$ cat src/design/brct_pkg.sv
`default_nettype none

package brct_pkg;

    localparam int BYTE_W      = 8;
    localparam int SIZE_W      = 4;
    localparam int ENTRY_W     = 3;
    localparam int NUM_ENTRIES = 8;
    localparam int PERM_W      = ENTRY_W * NUM_ENTRIES;
    localparam int FILL_W      = 7;
    localparam int LFSR_W      = 16;
    localparam int CFG_DATA_W  = 24;
    localparam int CFG_INDEX_W = 3;

    localparam logic [CFG_INDEX_W-1:0] REG_COLS         = 3'd0;
    localparam logic [CFG_INDEX_W-1:0] REG_ROWS         = 3'd1;
    localparam logic [CFG_INDEX_W-1:0] REG_COL_PERM     = 3'd2;
    localparam logic [CFG_INDEX_W-1:0] REG_ROW_PERM     = 3'd3;
    localparam logic [CFG_INDEX_W-1:0] REG_DECRYPT_MODE = 3'd4;
    localparam logic [CFG_INDEX_W-1:0] REG_PAD_SEED     = 3'd5;

    localparam logic [SIZE_W-1:0] COLS_RESET     = 4'd8;
    localparam logic [SIZE_W-1:0] ROWS_RESET     = 4'd8;
    localparam logic [PERM_W-1:0] PERM_RESET     = 24'd16434824;
    localparam logic [LFSR_W-1:0] PAD_SEED_RESET = 16'd44257;

    localparam logic KIND_BYTE = 1'b0;
    localparam logic KIND_END  = 1'b1;

    localparam logic [LFSR_W-1:0] LFSR_TAPS = 16'hB400;
    localparam logic [BYTE_W-1:0] LETTER_A  = 8'd97;
    localparam logic [BYTE_W-1:0] LETTER_Z  = 8'd122;
    localparam int ALPHA_N = int'(LETTER_Z) - int'(LETTER_A) + 1;
    // floor(2^16 / 26): quotient estimate is exact or one low
    localparam int RECIP_W = 12;
    localparam int RECIP   = (1 << LFSR_W) / ALPHA_N;
    localparam int PROD_W  = LFSR_W + RECIP_W;
    localparam int REM_W   = 6;

    typedef struct packed {
        logic write_byte;
        logic hold_load;
        logic emit_start;
        logic issue;
        logic emit_done;
        logic pad_step;
        logic pad_write;
        logic drop_push;
    } ctrl_cmd_t;

    typedef struct packed {
        logic full;
        logic empty;
        logic decrypt;
        logic can_issue;
        logic issue_last;
        logic pad_last;
    } dp_status_t;

    function automatic logic [ENTRY_W-1:0] perm_entry(input logic [PERM_W-1:0] tbl,
                                                      input logic [ENTRY_W-1:0] idx);
        return tbl[idx*ENTRY_W +: ENTRY_W];
    endfunction

    function automatic logic is_perm(input logic [PERM_W-1:0] tbl,
                                     input logic [SIZE_W-1:0] n);
        logic [NUM_ENTRIES-1:0] seen;
        logic                   ok;
        logic [ENTRY_W-1:0]     e;
        seen = '0;
        ok   = 1'b1;
        for (int k = 0; k < NUM_ENTRIES; k++) begin
            e = tbl[k*ENTRY_W +: ENTRY_W];
            if (SIZE_W'(k) < n) begin
                if ({1'b0, e} >= n || seen[e]) begin
                    ok = 1'b0;
                end
                seen[e] = 1'b1;
            end
        end
        return ok;
    endfunction

    // entry c of the result is the index j whose entry equals c
    function automatic logic [PERM_W-1:0] invert(input logic [PERM_W-1:0] tbl,
                                                 input logic [SIZE_W-1:0] n);
        logic [PERM_W-1:0] inv;
        inv = '0;
        for (int c = 0; c < NUM_ENTRIES; c++) begin
            for (int j = 0; j < NUM_ENTRIES; j++) begin
                if (SIZE_W'(j) < n && tbl[j*ENTRY_W +: ENTRY_W] == ENTRY_W'(c)) begin
                    inv[c*ENTRY_W +: ENTRY_W] = ENTRY_W'(j);
                end
            end
        end
        return inv;
    endfunction

    function automatic logic [LFSR_W-1:0] lfsr_step(input logic [LFSR_W-1:0] v);
        return (v >> 1) ^ (v[0] ? LFSR_TAPS : '0);
    endfunction

endpackage

`default_nettype wire

$ cat src/design/brct_ram.sv
`default_nettype none

module brct_ram #(
    parameter int WIDTH = 8,
    parameter int DEPTH = 64
) (
    input  wire logic                                  aclk,
    input  wire logic                                  we,
    input  wire logic [((DEPTH > 1) ? $clog2(DEPTH) : 1)-1:0] waddr,
    input  wire logic [WIDTH-1:0]                      wdata,
    input  wire logic                                  re,
    input  wire logic [((DEPTH > 1) ? $clog2(DEPTH) : 1)-1:0] raddr,
    output logic      [WIDTH-1:0]                      rdata
);

    logic [WIDTH-1:0] mem_reg [DEPTH];
    logic [WIDTH-1:0] rdata_reg;

    // read-first: a read and a write of one address return the old data
    always_ff @(posedge aclk) begin
        if (we) begin
            mem_reg[waddr] <= wdata;
        end
        if (re) begin
            rdata_reg <= mem_reg[raddr];
        end
    end

    assign rdata = rdata_reg;

endmodule

`default_nettype wire

$ cat src/design/brct_ctrl.sv
`default_nettype none

module brct_ctrl (
    input  wire logic                  aclk,
    input  wire logic                  aresetn,
    input  wire logic                  s_valid,
    input  wire logic                  s_kind,
    output logic                       s_ready,
    input  wire brct_pkg::dp_status_t  status,
    output brct_pkg::ctrl_cmd_t        cmd
);

    localparam logic [2:0] ST_IDLE      = 3'd0;
    localparam logic [2:0] ST_EMIT      = 3'd1;
    localparam logic [2:0] ST_PAD_STEP  = 3'd2;
    localparam logic [2:0] ST_PAD_WRITE = 3'd3;
    localparam logic [2:0] ST_DROP      = 3'd4;

    logic [2:0] state_reg;
    logic [2:0] state_next;

    assign s_ready = (state_reg == ST_IDLE);

    always_comb begin
        state_next = state_reg;
        cmd        = '0;
        unique case (state_reg)
            ST_IDLE: begin
                if (s_valid) begin
                    if (status.full) begin
                        // the pending block goes out before this item takes effect
                        cmd.hold_load  = 1'b1;
                        cmd.emit_start = 1'b1;
                        state_next     = ST_EMIT;
                    end else if (s_kind == brct_pkg::KIND_BYTE) begin
                        cmd.write_byte = 1'b1;
                    end else if (!status.empty) begin
                        if (status.decrypt) begin
                            state_next = ST_DROP;
                        end else begin
                            cmd.hold_load = 1'b1;
                            state_next    = ST_PAD_STEP;
                        end
                    end
                end
            end
            ST_EMIT: begin
                if (status.can_issue) begin
                    cmd.issue = 1'b1;
                    if (status.issue_last) begin
                        cmd.emit_done = 1'b1;
                        state_next    = ST_IDLE;
                    end
                end
            end
            ST_PAD_STEP: begin
                cmd.pad_step = 1'b1;
                state_next   = ST_PAD_WRITE;
            end
            ST_PAD_WRITE: begin
                cmd.pad_write = 1'b1;
                if (status.pad_last) begin
                    cmd.emit_start = 1'b1;
                    state_next     = ST_EMIT;
                end else begin
                    state_next = ST_PAD_STEP;
                end
            end
            ST_DROP: begin
                if (status.can_issue) begin
                    cmd.drop_push = 1'b1;
                    state_next    = ST_IDLE;
                end
            end
            default: begin
                state_next = ST_IDLE;
            end
        endcase
    end

    always_ff @(posedge aclk) begin
        if (!aresetn) begin
            state_reg <= ST_IDLE;
        end else begin
            state_reg <= state_next;
        end
    end

endmodule

`default_nettype wire

$ cat src/design/brct_datapath.sv
`default_nettype none

module brct_datapath #(
    parameter int MAX_ROWS = 8,
    parameter int MAX_COLS = 8
) (
    input  wire logic                                   aclk,
    input  wire logic                                   aresetn,
    input  wire logic                                   cfg_wr_en,
    input  wire logic [brct_pkg::CFG_INDEX_W-1:0]       cfg_index,
    input  wire logic [brct_pkg::CFG_DATA_W-1:0]        cfg_wdata,
    input  wire logic                                   s_kind,
    input  wire logic [brct_pkg::BYTE_W-1:0]            s_data_byte,
    input  wire brct_pkg::ctrl_cmd_t                    cmd,
    output brct_pkg::dp_status_t                        status,
    output logic                                        ram_we,
    output logic [((MAX_ROWS*MAX_COLS > 1) ? $clog2(MAX_ROWS*MAX_COLS) : 1)-1:0] ram_waddr,
    output logic [brct_pkg::BYTE_W-1:0]                 ram_wdata,
    output logic                                        ram_re,
    output logic [((MAX_ROWS*MAX_COLS > 1) ? $clog2(MAX_ROWS*MAX_COLS) : 1)-1:0] ram_raddr,
    input  wire logic [brct_pkg::BYTE_W-1:0]            ram_rdata,
    input  wire logic                                   m_ready,
    output logic                                        m_valid,
    output logic [brct_pkg::BYTE_W-1:0]                 m_out_byte,
    output logic                                        m_block_last,
    output logic                                        m_message_last,
    output logic                                        m_tail_dropped,
    output logic                                        m_key_error
);

    localparam int DEPTH   = MAX_ROWS * MAX_COLS;
    localparam int ADDR_W  = (DEPTH > 1) ? $clog2(DEPTH) : 1;
    localparam int SIZE_W  = brct_pkg::SIZE_W;
    localparam int ENTRY_W = brct_pkg::ENTRY_W;
    localparam int PERM_W  = brct_pkg::PERM_W;
    localparam int FILL_W  = brct_pkg::FILL_W;
    localparam int LFSR_W  = brct_pkg::LFSR_W;
    localparam int BYTE_W  = brct_pkg::BYTE_W;
    localparam int PROD_W  = brct_pkg::PROD_W;
    localparam int REM_W   = brct_pkg::REM_W;

    localparam logic [SIZE_W-1:0] MAX_COLS_C = SIZE_W'(MAX_COLS);
    localparam logic [SIZE_W-1:0] MAX_ROWS_C = SIZE_W'(MAX_ROWS);
    localparam logic [PROD_W-1:0] RECIP_C    = PROD_W'(brct_pkg::RECIP);
    localparam logic [LFSR_W-1:0] ALPHA_C    = LFSR_W'(brct_pkg::ALPHA_N);
    localparam logic [REM_W-1:0]  ALPHA_R    = REM_W'(brct_pkg::ALPHA_N);

    // configuration
    logic [SIZE_W-1:0] cols_reg;
    logic [SIZE_W-1:0] rows_reg;
    logic [PERM_W-1:0] col_perm_reg;
    logic [PERM_W-1:0] row_perm_reg;
    logic              decrypt_reg;
    logic [LFSR_W-1:0] lfsr_reg;

    // derived from configuration
    logic [SIZE_W-1:0] nc;
    logic [SIZE_W-1:0] nr;
    logic [FILL_W-1:0] bsize;
    logic              key_bad_reg;
    logic [PERM_W-1:0] col_inv_reg;
    logic [PERM_W-1:0] row_inv_reg;

    // fill and emission
    logic [FILL_W-1:0]  fill_reg;
    logic [ENTRY_W-1:0] row_cnt_reg;
    logic [ENTRY_W-1:0] col_cnt_reg;
    logic               hold_kind_reg;
    logic [BYTE_W-1:0]  hold_byte_reg;
    logic               msg_last_reg;
    logic               col_last;
    logic               row_last;
    logic [ENTRY_W-1:0] src_row;
    logic [ENTRY_W-1:0] src_col;
    logic [FILL_W-1:0]  src_addr;

    // pad letter
    logic [LFSR_W-1:0]  lfsr_nxt;
    logic [PROD_W-1:0]  prod_reg;
    logic [LFSR_W-1:0]  quot_x26;
    logic [LFSR_W-1:0]  rem_full;
    logic [REM_W-1:0]   rem_raw;
    logic [REM_W-1:0]   rem_fix;
    logic [BYTE_W-1:0]  letter;

    // read stage and output register
    logic               rd_valid_reg;
    logic               rd_blast_reg;
    logic               rd_mlast_reg;
    logic               rd_drop_reg;
    logic               rd_kerr_reg;
    logic               out_load;
    logic               st1_adv;
    logic               push;
    logic               m_valid_reg;
    logic [BYTE_W-1:0]  m_out_byte_reg;
    logic               m_block_last_reg;
    logic               m_message_last_reg;
    logic               m_tail_dropped_reg;
    logic               m_key_error_reg;

    always_comb begin
        if (cols_reg == '0) begin
            nc = SIZE_W'(1);
        end else if (cols_reg > MAX_COLS_C) begin
            nc = MAX_COLS_C;
        end else begin
            nc = cols_reg;
        end
        if (rows_reg == '0) begin
            nr = SIZE_W'(1);
        end else if (rows_reg > MAX_ROWS_C) begin
            nr = MAX_ROWS_C;
        end else begin
            nr = rows_reg;
        end
    end

    assign bsize = FILL_W'(nc) * FILL_W'(nr);

    always_ff @(posedge aclk) begin
        if (!aresetn) begin
            cols_reg     <= brct_pkg::COLS_RESET;
            rows_reg     <= brct_pkg::ROWS_RESET;
            col_perm_reg <= brct_pkg::PERM_RESET;
            row_perm_reg <= brct_pkg::PERM_RESET;
            decrypt_reg  <= 1'b0;
            lfsr_reg     <= brct_pkg::PAD_SEED_RESET;
        end else begin
            if (cfg_wr_en) begin
                unique case (cfg_index)
                    brct_pkg::REG_COLS:         cols_reg     <= cfg_wdata[SIZE_W-1:0];
                    brct_pkg::REG_ROWS:         rows_reg     <= cfg_wdata[SIZE_W-1:0];
                    brct_pkg::REG_COL_PERM:     col_perm_reg <= cfg_wdata[PERM_W-1:0];
                    brct_pkg::REG_ROW_PERM:     row_perm_reg <= cfg_wdata[PERM_W-1:0];
                    brct_pkg::REG_DECRYPT_MODE: decrypt_reg  <= cfg_wdata[0];
                    brct_pkg::REG_PAD_SEED: begin
                        // a zero seed would lock the LFSR
                        lfsr_reg <= (cfg_wdata[LFSR_W-1:0] == '0) ? LFSR_W'(1)
                                                                  : cfg_wdata[LFSR_W-1:0];
                    end
                    default: ;
                endcase
            end else if (cmd.pad_step) begin
                lfsr_reg <= lfsr_nxt;
            end
        end
    end

    // key checks and inverse tables are registered from the configuration registers
    always_ff @(posedge aclk) begin
        key_bad_reg <= !brct_pkg::is_perm(col_perm_reg, nc) ||
                       !brct_pkg::is_perm(row_perm_reg, nr);
        col_inv_reg <= brct_pkg::invert(col_perm_reg, nc);
        row_inv_reg <= brct_pkg::invert(row_perm_reg, nr);
    end

    // source of output position (row_cnt, col_cnt)
    always_comb begin
        if (key_bad_reg) begin
            src_row = row_cnt_reg;
            src_col = col_cnt_reg;
        end else if (decrypt_reg) begin
            src_row = brct_pkg::perm_entry(row_perm_reg, row_cnt_reg);
            src_col = brct_pkg::perm_entry(col_perm_reg, col_cnt_reg);
        end else begin
            src_row = brct_pkg::perm_entry(row_inv_reg, row_cnt_reg);
            src_col = brct_pkg::perm_entry(col_inv_reg, col_cnt_reg);
        end
    end

    assign src_addr = FILL_W'(src_row) * FILL_W'(nc) + FILL_W'(src_col);
    assign col_last = ({1'b0, col_cnt_reg} == nc - SIZE_W'(1));
    assign row_last = ({1'b0, row_cnt_reg} == nr - SIZE_W'(1));

    always_ff @(posedge aclk) begin
        if (cmd.emit_start) begin
            row_cnt_reg <= '0;
            col_cnt_reg <= '0;
        end else if (cmd.issue) begin
            if (col_last) begin
                col_cnt_reg <= '0;
                row_cnt_reg <= row_cnt_reg + ENTRY_W'(1);
            end else begin
                col_cnt_reg <= col_cnt_reg + ENTRY_W'(1);
            end
        end
        if (cmd.hold_load) begin
            hold_kind_reg <= s_kind;
            hold_byte_reg <= s_data_byte;
            msg_last_reg  <= (s_kind == brct_pkg::KIND_END);
        end
    end

    always_ff @(posedge aclk) begin
        if (!aresetn) begin
            fill_reg <= '0;
        end else if (cmd.write_byte || cmd.pad_write) begin
            fill_reg <= fill_reg + FILL_W'(1);
        end else if (cmd.emit_done) begin
            fill_reg <= (hold_kind_reg == brct_pkg::KIND_BYTE) ? FILL_W'(1) : '0;
        end else if (cmd.drop_push) begin
            fill_reg <= '0;
        end
    end

    // pad letter: 97 + lfsr mod 26 by reciprocal multiply and one correction
    assign lfsr_nxt = brct_pkg::lfsr_step(lfsr_reg);

    always_ff @(posedge aclk) begin
        if (cmd.pad_step) begin
            prod_reg <= PROD_W'(lfsr_nxt) * RECIP_C;
        end
    end

    assign quot_x26 = LFSR_W'(prod_reg[PROD_W-1:LFSR_W]) * ALPHA_C;
    assign rem_full = lfsr_reg - quot_x26;
    assign rem_raw  = rem_full[REM_W-1:0];
    assign rem_fix  = (rem_raw >= ALPHA_R) ? rem_raw - ALPHA_R : rem_raw;
    assign letter   = brct_pkg::LETTER_A + BYTE_W'(rem_fix);

    // block store write port
    always_comb begin
        ram_we    = 1'b0;
        ram_waddr = fill_reg[ADDR_W-1:0];
        ram_wdata = s_data_byte;
        if (cmd.write_byte) begin
            ram_we = 1'b1;
        end else if (cmd.pad_write) begin
            ram_we    = 1'b1;
            ram_wdata = letter;
        end else if (cmd.emit_done && hold_kind_reg == brct_pkg::KIND_BYTE) begin
            ram_we    = 1'b1;
            ram_waddr = '0;
            ram_wdata = hold_byte_reg;
        end
    end

    assign ram_re    = cmd.issue;
    assign ram_raddr = src_addr[ADDR_W-1:0];

    // read stage lines up with the registered RAM data, then the output register
    assign out_load = rd_valid_reg && (!m_valid_reg || m_ready);
    assign st1_adv  = !rd_valid_reg || out_load;
    assign push     = cmd.issue || cmd.drop_push;

    always_ff @(posedge aclk) begin
        if (!aresetn) begin
            rd_valid_reg <= 1'b0;
            m_valid_reg  <= 1'b0;
        end else begin
            if (st1_adv) begin
                rd_valid_reg <= push;
            end
            if (out_load) begin
                m_valid_reg <= 1'b1;
            end else if (m_ready) begin
                m_valid_reg <= 1'b0;
            end
        end
    end

    always_ff @(posedge aclk) begin
        if (push) begin
            rd_blast_reg <= cmd.issue && row_last && col_last;
            rd_mlast_reg <= cmd.drop_push || (row_last && col_last && msg_last_reg);
            rd_drop_reg  <= cmd.drop_push;
            rd_kerr_reg  <= key_bad_reg;
        end
        if (out_load) begin
            m_out_byte_reg     <= rd_drop_reg ? '0 : ram_rdata;
            m_block_last_reg   <= rd_blast_reg;
            m_message_last_reg <= rd_mlast_reg;
            m_tail_dropped_reg <= rd_drop_reg;
            m_key_error_reg    <= rd_kerr_reg;
        end
    end

    assign status.full       = (fill_reg >= bsize);
    assign status.empty      = (fill_reg == '0);
    assign status.decrypt    = decrypt_reg;
    assign status.can_issue  = st1_adv;
    assign status.issue_last = row_last && col_last;
    assign status.pad_last   = (fill_reg + FILL_W'(1) == bsize);

    assign m_valid        = m_valid_reg;
    assign m_out_byte     = m_out_byte_reg;
    assign m_block_last   = m_block_last_reg;
    assign m_message_last = m_message_last_reg;
    assign m_tail_dropped = m_tail_dropped_reg;
    assign m_key_error    = m_key_error_reg;

endmodule

`default_nettype wire

$ cat src/design/block_row_column_transposition.sv
`default_nettype none

// Row/column transposition of a byte stream in blocks of rows*cols bytes.
// Message bytes are taken one per cycle while a block fills and are written
// into a single-port-read block store. A full block is held until the next
// item arrives; that item is taken at once and the block is then read out of
// the store one byte per cycle unless the output stalls, so input is held off
// until the block is out (the store's one read port sets this). An end of
// message after a partial encrypt block first writes pad letters, each by an
// LFSR step and reciprocal mod-26 multiply, then the store write, then emits
// the block; a partial decrypt block yields one flag result. Results pass
// through a read stage and an output register, so a stalled m_ready backs up
// at most two bytes before the read sequence waits.

module block_row_column_transposition #(
    parameter int MAX_ROWS = 8,
    parameter int MAX_COLS = 8
) (
    input  wire logic                               aclk,
    input  wire logic                               aresetn,
    input  wire logic                               cfg_wr_en,
    input  wire logic [brct_pkg::CFG_INDEX_W-1:0]   cfg_index,
    input  wire logic [brct_pkg::CFG_DATA_W-1:0]    cfg_wdata,
    input  wire logic                               s_valid,
    output logic                                    s_ready,
    input  wire logic                               s_kind,
    input  wire logic [brct_pkg::BYTE_W-1:0]        s_data_byte,
    output logic                                    m_valid,
    input  wire logic                               m_ready,
    output logic [brct_pkg::BYTE_W-1:0]             m_out_byte,
    output logic                                    m_block_last,
    output logic                                    m_message_last,
    output logic                                    m_tail_dropped,
    output logic                                    m_key_error
);

    localparam int DEPTH  = MAX_ROWS * MAX_COLS;
    localparam int ADDR_W = (DEPTH > 1) ? $clog2(DEPTH) : 1;

    brct_pkg::ctrl_cmd_t  cmd;
    brct_pkg::dp_status_t status;

    logic                        ram_we;
    logic [ADDR_W-1:0]           ram_waddr;
    logic [brct_pkg::BYTE_W-1:0] ram_wdata;
    logic                        ram_re;
    logic [ADDR_W-1:0]           ram_raddr;
    logic [brct_pkg::BYTE_W-1:0] ram_rdata;

    brct_ctrl u_ctrl (
        .aclk    (aclk),
        .aresetn (aresetn),
        .s_valid (s_valid),
        .s_kind  (s_kind),
        .s_ready (s_ready),
        .status  (status),
        .cmd     (cmd)
    );

    brct_datapath #(
        .MAX_ROWS (MAX_ROWS),
        .MAX_COLS (MAX_COLS)
    ) u_datapath (
        .aclk           (aclk),
        .aresetn        (aresetn),
        .cfg_wr_en      (cfg_wr_en),
        .cfg_index      (cfg_index),
        .cfg_wdata      (cfg_wdata),
        .s_kind         (s_kind),
        .s_data_byte    (s_data_byte),
        .cmd            (cmd),
        .status         (status),
        .ram_we         (ram_we),
        .ram_waddr      (ram_waddr),
        .ram_wdata      (ram_wdata),
        .ram_re         (ram_re),
        .ram_raddr      (ram_raddr),
        .ram_rdata      (ram_rdata),
        .m_ready        (m_ready),
        .m_valid        (m_valid),
        .m_out_byte     (m_out_byte),
        .m_block_last   (m_block_last),
        .m_message_last (m_message_last),
        .m_tail_dropped (m_tail_dropped),
        .m_key_error    (m_key_error)
    );

    brct_ram #(
        .WIDTH (brct_pkg::BYTE_W),
        .DEPTH (DEPTH)
    ) u_block_store (
        .aclk  (aclk),
        .we    (ram_we),
        .waddr (ram_waddr),
        .wdata (ram_wdata),
        .re    (ram_re),
        .raddr (ram_raddr),
        .rdata (ram_rdata)
    );

endmodule

`default_nettype wire

$ cat config.mk
export PLATFORM = sky130hd
export DESIGN_NAME = block_row_column_transposition
export DESIGN_NICKNAME = d
export VERILOG_FILES = /design/src/design/brct_pkg.sv /design/src/design/brct_ram.sv /design/src/design/brct_ctrl.sv /design/src/design/brct_datapath.sv /design/src/design/block_row_column_transposition.sv
export SDC_FILE = /design/constraint.sdc
export NUM_CORES = 1
export LEC_CHECK = 0
export ABC_CLOCK_PERIOD_IN_PS = 11140
export BUFFER_PORTS_ARGS = -buffer_cell sky130_fd_sc_hd__buf_2
export CAP_MARGIN = 25
export CELL_PAD_IN_SITES_DETAIL_PLACEMENT = 1
export CELL_PAD_IN_SITES_GLOBAL_PLACEMENT = 2
export CORE_MARGIN = 4
export CORE_UTILIZATION = 45
export CTS_CLUSTER_DIAMETER = 120
export DETAILED_ROUTE_END_ITERATION = 10
export PLACE_DENSITY_LB_ADDON = 0.1
export SLEW_MARGIN = 40
export SYNTH_ARGS = -nofsm -noshare
export SYNTH_HDL_FRONTEND = slang
export SYNTH_HIERARCHICAL = 1
export SYNTH_SLANG_ARGS = --single-unit
$ cat constraint.sdc
create_clock -name aclk -period 11.14 [get_ports aclk]
set_input_delay 2.228 -clock aclk [delete_from_list [all_inputs] [get_ports aclk]]
set_output_delay 2.228 -clock aclk [all_outputs]
set_load 0.05 [all_outputs]
==> impl_results.md, run 1 <==
- Starting DRC count in detailed routing: between 2000 and 2500
- Average wire per standard cell: 28.1 microns
- Total congestion overflow: 0
- Final Slew Violations: 0
- Share of the synthesized area in the top cell type: 0.467
- Setup_tns: 0 ns
- Die area: 83100 sq um
- Design area: 39500 sq um
- Final #Nets: between 2000 and 3000
- H-Tree Depth: 3
- Drt first pass iters: 5
- Num CTS Buffers: between 70 and 80
- Multi-input gate area: 15000 sq um
- Final setup fails: 0
- Clk root buf: clkbuf_16
- Total track usage: 0.264
- Die height: 288 microns
- Top FF cell, synth: edfxtp_1
- Largest net degree at the start of global routing: 106
- Post-synth EDFFs: 550
- Final min period: 7.81 ns
- Worst-Margin Slew: 0.876 ns
- Setup Skew: a little under 0.04 ns
- Total Power: 7.87 mW
- Placed Cells: 3720
- Pwr dens: 199 nW/um^2
- Fmax: 0.128 GHz
- Antenna violations before repair: 0
- Synthesized net count: ~3000
- Post-DP HPWL: approximately 76000 microns
- Final period util: 0.701
- Synth area leaders: edfxtp_1 47%, mux4_2 9.2%, dfxtp_1 7.9%
- Most frequent cells in the layout: 550 x edfxtp_1, 229 x nand2_1, 195 x nor2_1
- Fillers: 7864
- Critical path launch point type: register
- Main combinational cell family by area after synthesis: multiplexers
- Total leakage power: 13.7 nW
- CTS Sinks: 690
- Crit path kind: reg2reg
- Post-synth ARST share: 0
- Clk slew on worst S/H paths: 0.06 ns
- Critical Path Slowest Stage Cell: nor2_1
- Clock buffer depth: 3
- Synthesis-to-layout area growth: 11.7%
- Hold crit path type: reg2reg
- Fin cells: 3869
- Synth Cell Area: 35300 sq um
- Slew headroom: 0.413
- CTS tree: built
- Unrepaired setup endpoints after global routing: no
- Mapped Avg Cell Area: between 10 and 15 sq um
- CTS Hold Bufs: 0
- CP Capture Type: register
- Cell Rows: 102
- Resized Gates After CTS: 0
- Crit-path max FO: 30
- Clock Latency Late Sink: 0.64 ns
- Vias: approximately 24000
- FF+latch area: 19300 sq um
- CP arrival: 8.08 ns
- Final hold viol count: 0
- Avg Vias per Cell: 6.08
- Final GP Congestion: about 0.93
- Status: complete, no violations
- Seq/Total Area, Yosys: 0.547
- Number of synthesized register bits: just under 700
- Syn Inst Count: 2741
- Synth warnings: 6
- Antenna viol nets, final: 0
- Post-synthesis mux area share: 0.117
- Initial Util: 0.455
- Port bufs: 54
- Fraction of layout cells with a size suffix above 1: 0.161
- Post-synthesis xor/xnor area fraction: 0.0162
- Data required, critical path: 11.41 ns
- I/O pin count: 55
- Max reg flops: approximately 500
- Post-route DRC violation count: 0
- Die Width: 288 microns
- Vias in the first global route: about 25000
- Crit path cell chain: buf_4 > inv_1 > nand2_1 > nor2_1 > fa_1 > inv_1 > fa_1 > inv_1 > ha_1 > a21o_1 > a21oi_1 > xor2_1 > ha_1 > nor2b_1 > o21ai_0 > nand2b_1 > nor3_2 > or2_2 > nor2_1 > nor2_2 > nor2b_1 > nand3_1 > nor2_1
- Final wirelength: 109000 microns
- Max stage delay on crit path: 0.83 ns
- Complex-gate fraction of the synthesized area: 0.0946
- Most common cell after layout, fill and taps aside: edfxtp_1
- # Post-CTS Setup Buffers: 0
- Global-route wire length before repair: 164000 microns
- Adder and majority gate portion of the synthesized area: 0.0784
- Synth area leader: edfxtp_1
- DP Area: 36700 sq um
- VDD IR max: about 0.00016 V
- Core Area: between 70000 and 80000 sq um
- Synth cell types: a little over 100
- Max_cap viols: 0
- Simple-Gate Fraction of Synth Area: 0.112
==> layer usage <==
metal	vias up	GRT usage	wire length [microns]
li1	10400	-	-
met1	12100	0.364	46100
met2	802	0.445	53400
met3	170	0.0302	5760
met4	0	0.0768	3330
met5	-	0	0
==> area by class of cell <==
class	count	area share
Timing Repair Buffer	96	0.0171
Inverter	128	0.0122
Sequential cell	690	0.490
Tap cell	1040	0.0330
Clock buffer	90	0.0519
Multi-Input combinational cell	1769	0.380
Antenna cell	1	0.0000634
Clock inverter	55	0.0162
==> critical path: cells and delay by family, from the launching register on <==
family	cells	cell delay (ns)
and+or+nand+nor	11	4.07
adders and majority gates	4	1.65
buffers and inverters	4	0.66
AOI/OAI and AO/OA	3	0.49
DFF	1	0.31
xor gates and xnor gates	1	0.26
==> kinds of logic (layout without fill, tap and decap cells) <==
group / count (synthesis) / after routing
AOI/OAI and AO/OA: 476 / 476
xor gates and xnor gates: 64 / 64
adders and majority gates: 189 / 189
buffers and inverters: 282 / 369
DFF: 690 / 690
muxes: 230 / 230
other: 0 / 1
and+or+nand+nor: 810 / 810
==> final timing paths <==
| check | from | end | slack (ns) | cells after the start |
|---|---|---|---|---|
| worst min register to register | u_datapath/rd_blast_reg$_DFFE_PP_ | u_datapath/m_block_last$_DFFE_PP_ | 0.46 | 0 |
| worst max-delay path | u_datapath/rows_reg[3]$_SDFFE_PN1P_ | u_block_store/mem_reg[43][3]$_DFFE_PP_ | 3.33 | 23 |
| worst min-delay path | u_datapath/rd_blast_reg$_DFFE_PP_ | u_datapath/m_block_last$_DFFE_PP_ | 0.46 | 0 |
| worst max register to register | u_datapath/rows_reg[3]$_SDFFE_PN1P_ | u_block_store/mem_reg[43][3]$_DFFE_PP_ | 3.33 | 23 |
==> Yosys cell counts (11+ instances only) <==
cell / number
mux2_2: 16
o221ai_1: 11
inv_1: 126
nor2b_1: 60
a21boi_0: 29
a31oi_1: 11
nor2_1: 203
o22ai_1: 38
xnor2_1: 42
a21oi_1: 75
buf_2: 20
ha_1: 135
buf_6: 11
nand3b_1: 15
nand2b_1: 59
a22oi_1: 29
o31ai_1: 17
or3_1: 17
a221oi_1: 11
nand2_1: 229
nor3_1: 58
o211ai_1: 30
mux4_2: 145
a21o_1: 26
o21ai_0: 83
nand4_1: 15
clkbuf_1: 102
nand3_1: 67
o2111ai_1: 13
fa_1: 54
mux2i_1: 69
edfxtp_1: 550
dfxtp_1: 140
and2_1: 14
xor2_1: 21
nor3b_1: 15
==> report_power, final <==
part           switching [mW]  internal, mW  leakage, nW
Clock                    1.09          1.57         1.30
Sequential             0.0724          2.89         6.09
Combinational            1.28         0.969         6.36
==> per-stage QoR <==
stage,hold WS [ns],setup WS [ns],utilization
floorplan,0.400,2.99,-
global placement,0.476,2.58,0.472
detailed placement,0.475,2.46,0.473
CTS,0.455,2.45,0.507
global route,0.451,2.77,0.509
finish,0.455,3.33,0.509
No activity file was read; power rests on OpenSTA's default activity.
==> run 2: changes to the inputs <==
Settings changed: ABC_CLOCK_PERIOD_IN_PS 11140 to 6600, CORE_UTILIZATION 45 to 41.
Clock period 11.14 ns to 6.6 ns, I/O delays scaled along.
==> run 2 against run 1 <==
Against the previous run: cell count grew 4.6%; hold slack worse by 0.039 ns; routed wire length fell by 0.11%; clock skew decreased by 0.018 ns; total power grew 68%; combinational power is 71% higher; cell area rose by 1.7%; setup slack worse by 3.0 ns; via count fell by 0.22%; core utilization is 3.8 points lower; largest power group unchanged; first-iteration DRC count shrank 16%; die area up 9.5%.
==> impl_results.md, run 2 (synthesis results as in run 1) <==
- I/O pin count: 55
- Drt first pass iters: 5
- M1 wire length: between 40000 and 50000 microns
- Final setup fails: 0
- Average wire per standard cell: 26.8 microns
- CTS tree: built
- Slew headroom: 0.400
- Setup_tns: 0 ns
- Final Slew Violations: 0
- Status: complete, no violations
- Post-route DRC violation count: 0
- Worst-Margin Slew: 0.897 ns
- Clock buffer depth: 3
- Final wirelength: 108000 microns
- Starting DRC count in detailed routing: 1742
- CTS Sinks: between 600 and 700
- Final #Nets: 3070
- Design area: 40100 sq um
- Pwr dens: roughly 330 nW/um^2
- Clock Latency Late Sink: approximately 0.63 ns
- Final hold viol count: 0
- H-Tree Depth: 3
- Vias in the first global route: 24800
- Hold slack: 0.416 ns
- Core Area: between 80000 and 90000 sq um
- CP arrival: 6.55 ns
- Global-route wire length before repair: 164000 microns
- Final min period: approximately 6.3 ns
- DP Area: 37500 sq um
- Highest Signal Layer: met4
- Largest net degree at the start of global routing: 85
- Hold crit path type: reg2reg
- Final worst slack: roughly 0.30 ns
- Die height: ~300 microns
- Critical path launch point type: register
- Synthesis-to-layout area growth: 13.5%
- Initial Util: 0.414
- Worst slack at placement: ~0.33 ns
- Inserted Diodes: 0
- Antenna viol nets, final: 0
- Port bufs: 54
- Crit path kind: reg2reg
- Vias: 23500
- Unrepaired setup endpoints after global routing: yes
- Most common cell after layout, fill and taps aside: edfxtp_1
- Post-DP HPWL: 77300 microns
- Clk root buf: clkbuf_16
- Total leakage power: 14.1 nW
- Cell Rows: about 110
- Data required, critical path: 6.85 ns
- Die Width: 302 microns
- Total track usage: 0.240
- Die area: 91000 sq um
- Fraction of layout cells with a size suffix above 1: 0.186
- Metal2 WL: 53400 microns
- WL met3: 4710 microns
- Clk slew on worst S/H paths: roughly 0.06 ns
- CP Capture Type: register
- Total Power: 13.2 mW
- Total congestion overflow: 0
- Most frequent cells in the layout: 550 x edfxtp_1, 226 x nand2_1, 184 x nor2_1
- Final period util: 0.955
- Antenna violations before repair: 1
- Setup Skew: 0.0210 ns
- R2r worst-path depth: 23
- Fillers: 8731
- Avg Vias per Cell: 5.80
- Hold Crit Depth: 0
- Crit-path max FO: 9
- Final GP Congestion: 0.930
- Max_cap viols: 0
- Num CTS Buffers: 77
- Max reg flops: ~510
- Fmax: about 0.16 GHz
- VDD IR max: 0.000229 V
[run 2: cell types whose count changed in the layout (fill, tap and decap cells not counted), sizes merged]
cell,change
bufinv,-2
clkinvlp,-3
clkbuf,+12
inv,+4
diode,-1
buf,+78
clkinv,-15
[run 2: layout make-up]
type / count / area [sq um] / share of cell area
well taps: 1144 / 1430 / 0.0357
inverters: 128 / 480 / 0.0120
flip-flops and latches: 690 / 19300 / 0.481
clock buffers: 102 / 2110 / 0.0526
repair buffers: 174 / 1290 / 0.0321
multi-input cells: 1769 / 15000 / 0.375
clock inverters: 39 / 447 / 0.0111
[run 2: final timing paths]
| check | start | endpoint | slack (ns) |
|---|---|---|---|
| max | u_datapath/cols_reg[3]$_SDFFE_PN1P_ | u_block_store/mem_reg[59][6]$_DFFE_PP_ | 0.30 |
| min | u_datapath/rd_kerr_reg$_DFFE_PP_ | u_datapath/m_key_error$_DFFE_PP_ | 0.42 |
| max reg2reg | u_datapath/cols_reg[3]$_SDFFE_PN1P_ | u_block_store/mem_reg[59][6]$_DFFE_PP_ | 0.30 |
| min reg2reg | u_datapath/rd_kerr_reg$_DFFE_PP_ | u_datapath/m_key_error$_DFFE_PP_ | 0.42 |
[run 2: repair_timing]
action	in CTS	in global routing
endpoints found under the setup margin	0	104
hold buffers	0	0
endpoints found under the hold margin	0	0
gates resized for setup	0	12
buffers inserted	0	0
[run 2: layer usage]
layer / vias up / global-route usage
met2: 576 / 0.405
met1: 12200 / 0.323
met5: - / 0
met3: 156 / 0.0304
met4: 0 / 0.0817
li1: 10600 / -
[run 2: per-stage QoR]
| stage | util | std cells |
|---|---|---|
| after floorplan | - | 2741 |
| after global placement | 0.438 | 3901 |
| after detailed placement | 0.439 | 3903 |
| after CTS | 0.469 | 4044 |
| after global routing | 0.471 | 4046 |
| final | 0.471 | 4046 |
[run 2: worst max-delay path: stages (launching register included)]
cell      delay (ns)
dfxtp_2         0.44
nor2b_1         0.07
buf_4           0.16
inv_2           0.10
nor2_1          0.07
fa_1            0.47
inv_1           0.05
fa_1            0.59
inv_1           0.06
ha_1            0.28
a21o_1          0.17
a21oi_1         0.18
xor2_1          0.25
ha_1            0.27
nor2b_1         0.12
o21ai_0         0.14
nand2b_1        0.17
nor3_1          0.29
or2_2           0.22
nor2_1          0.13
nor2_1          0.39
nor2b_1         0.25
nand3_1         0.34
nor2_1          0.71
[run 2: power breakdown]
group | internal [mW] | total (mW) | switching, mW | leakage [nW]
clock network | 2.58 | 4.37 | 1.79 | 1.26
logic | 1.65 | 3.84 | 2.18 | 6.78
registers | 4.88 | 5.00 | 0.118 | 6.09
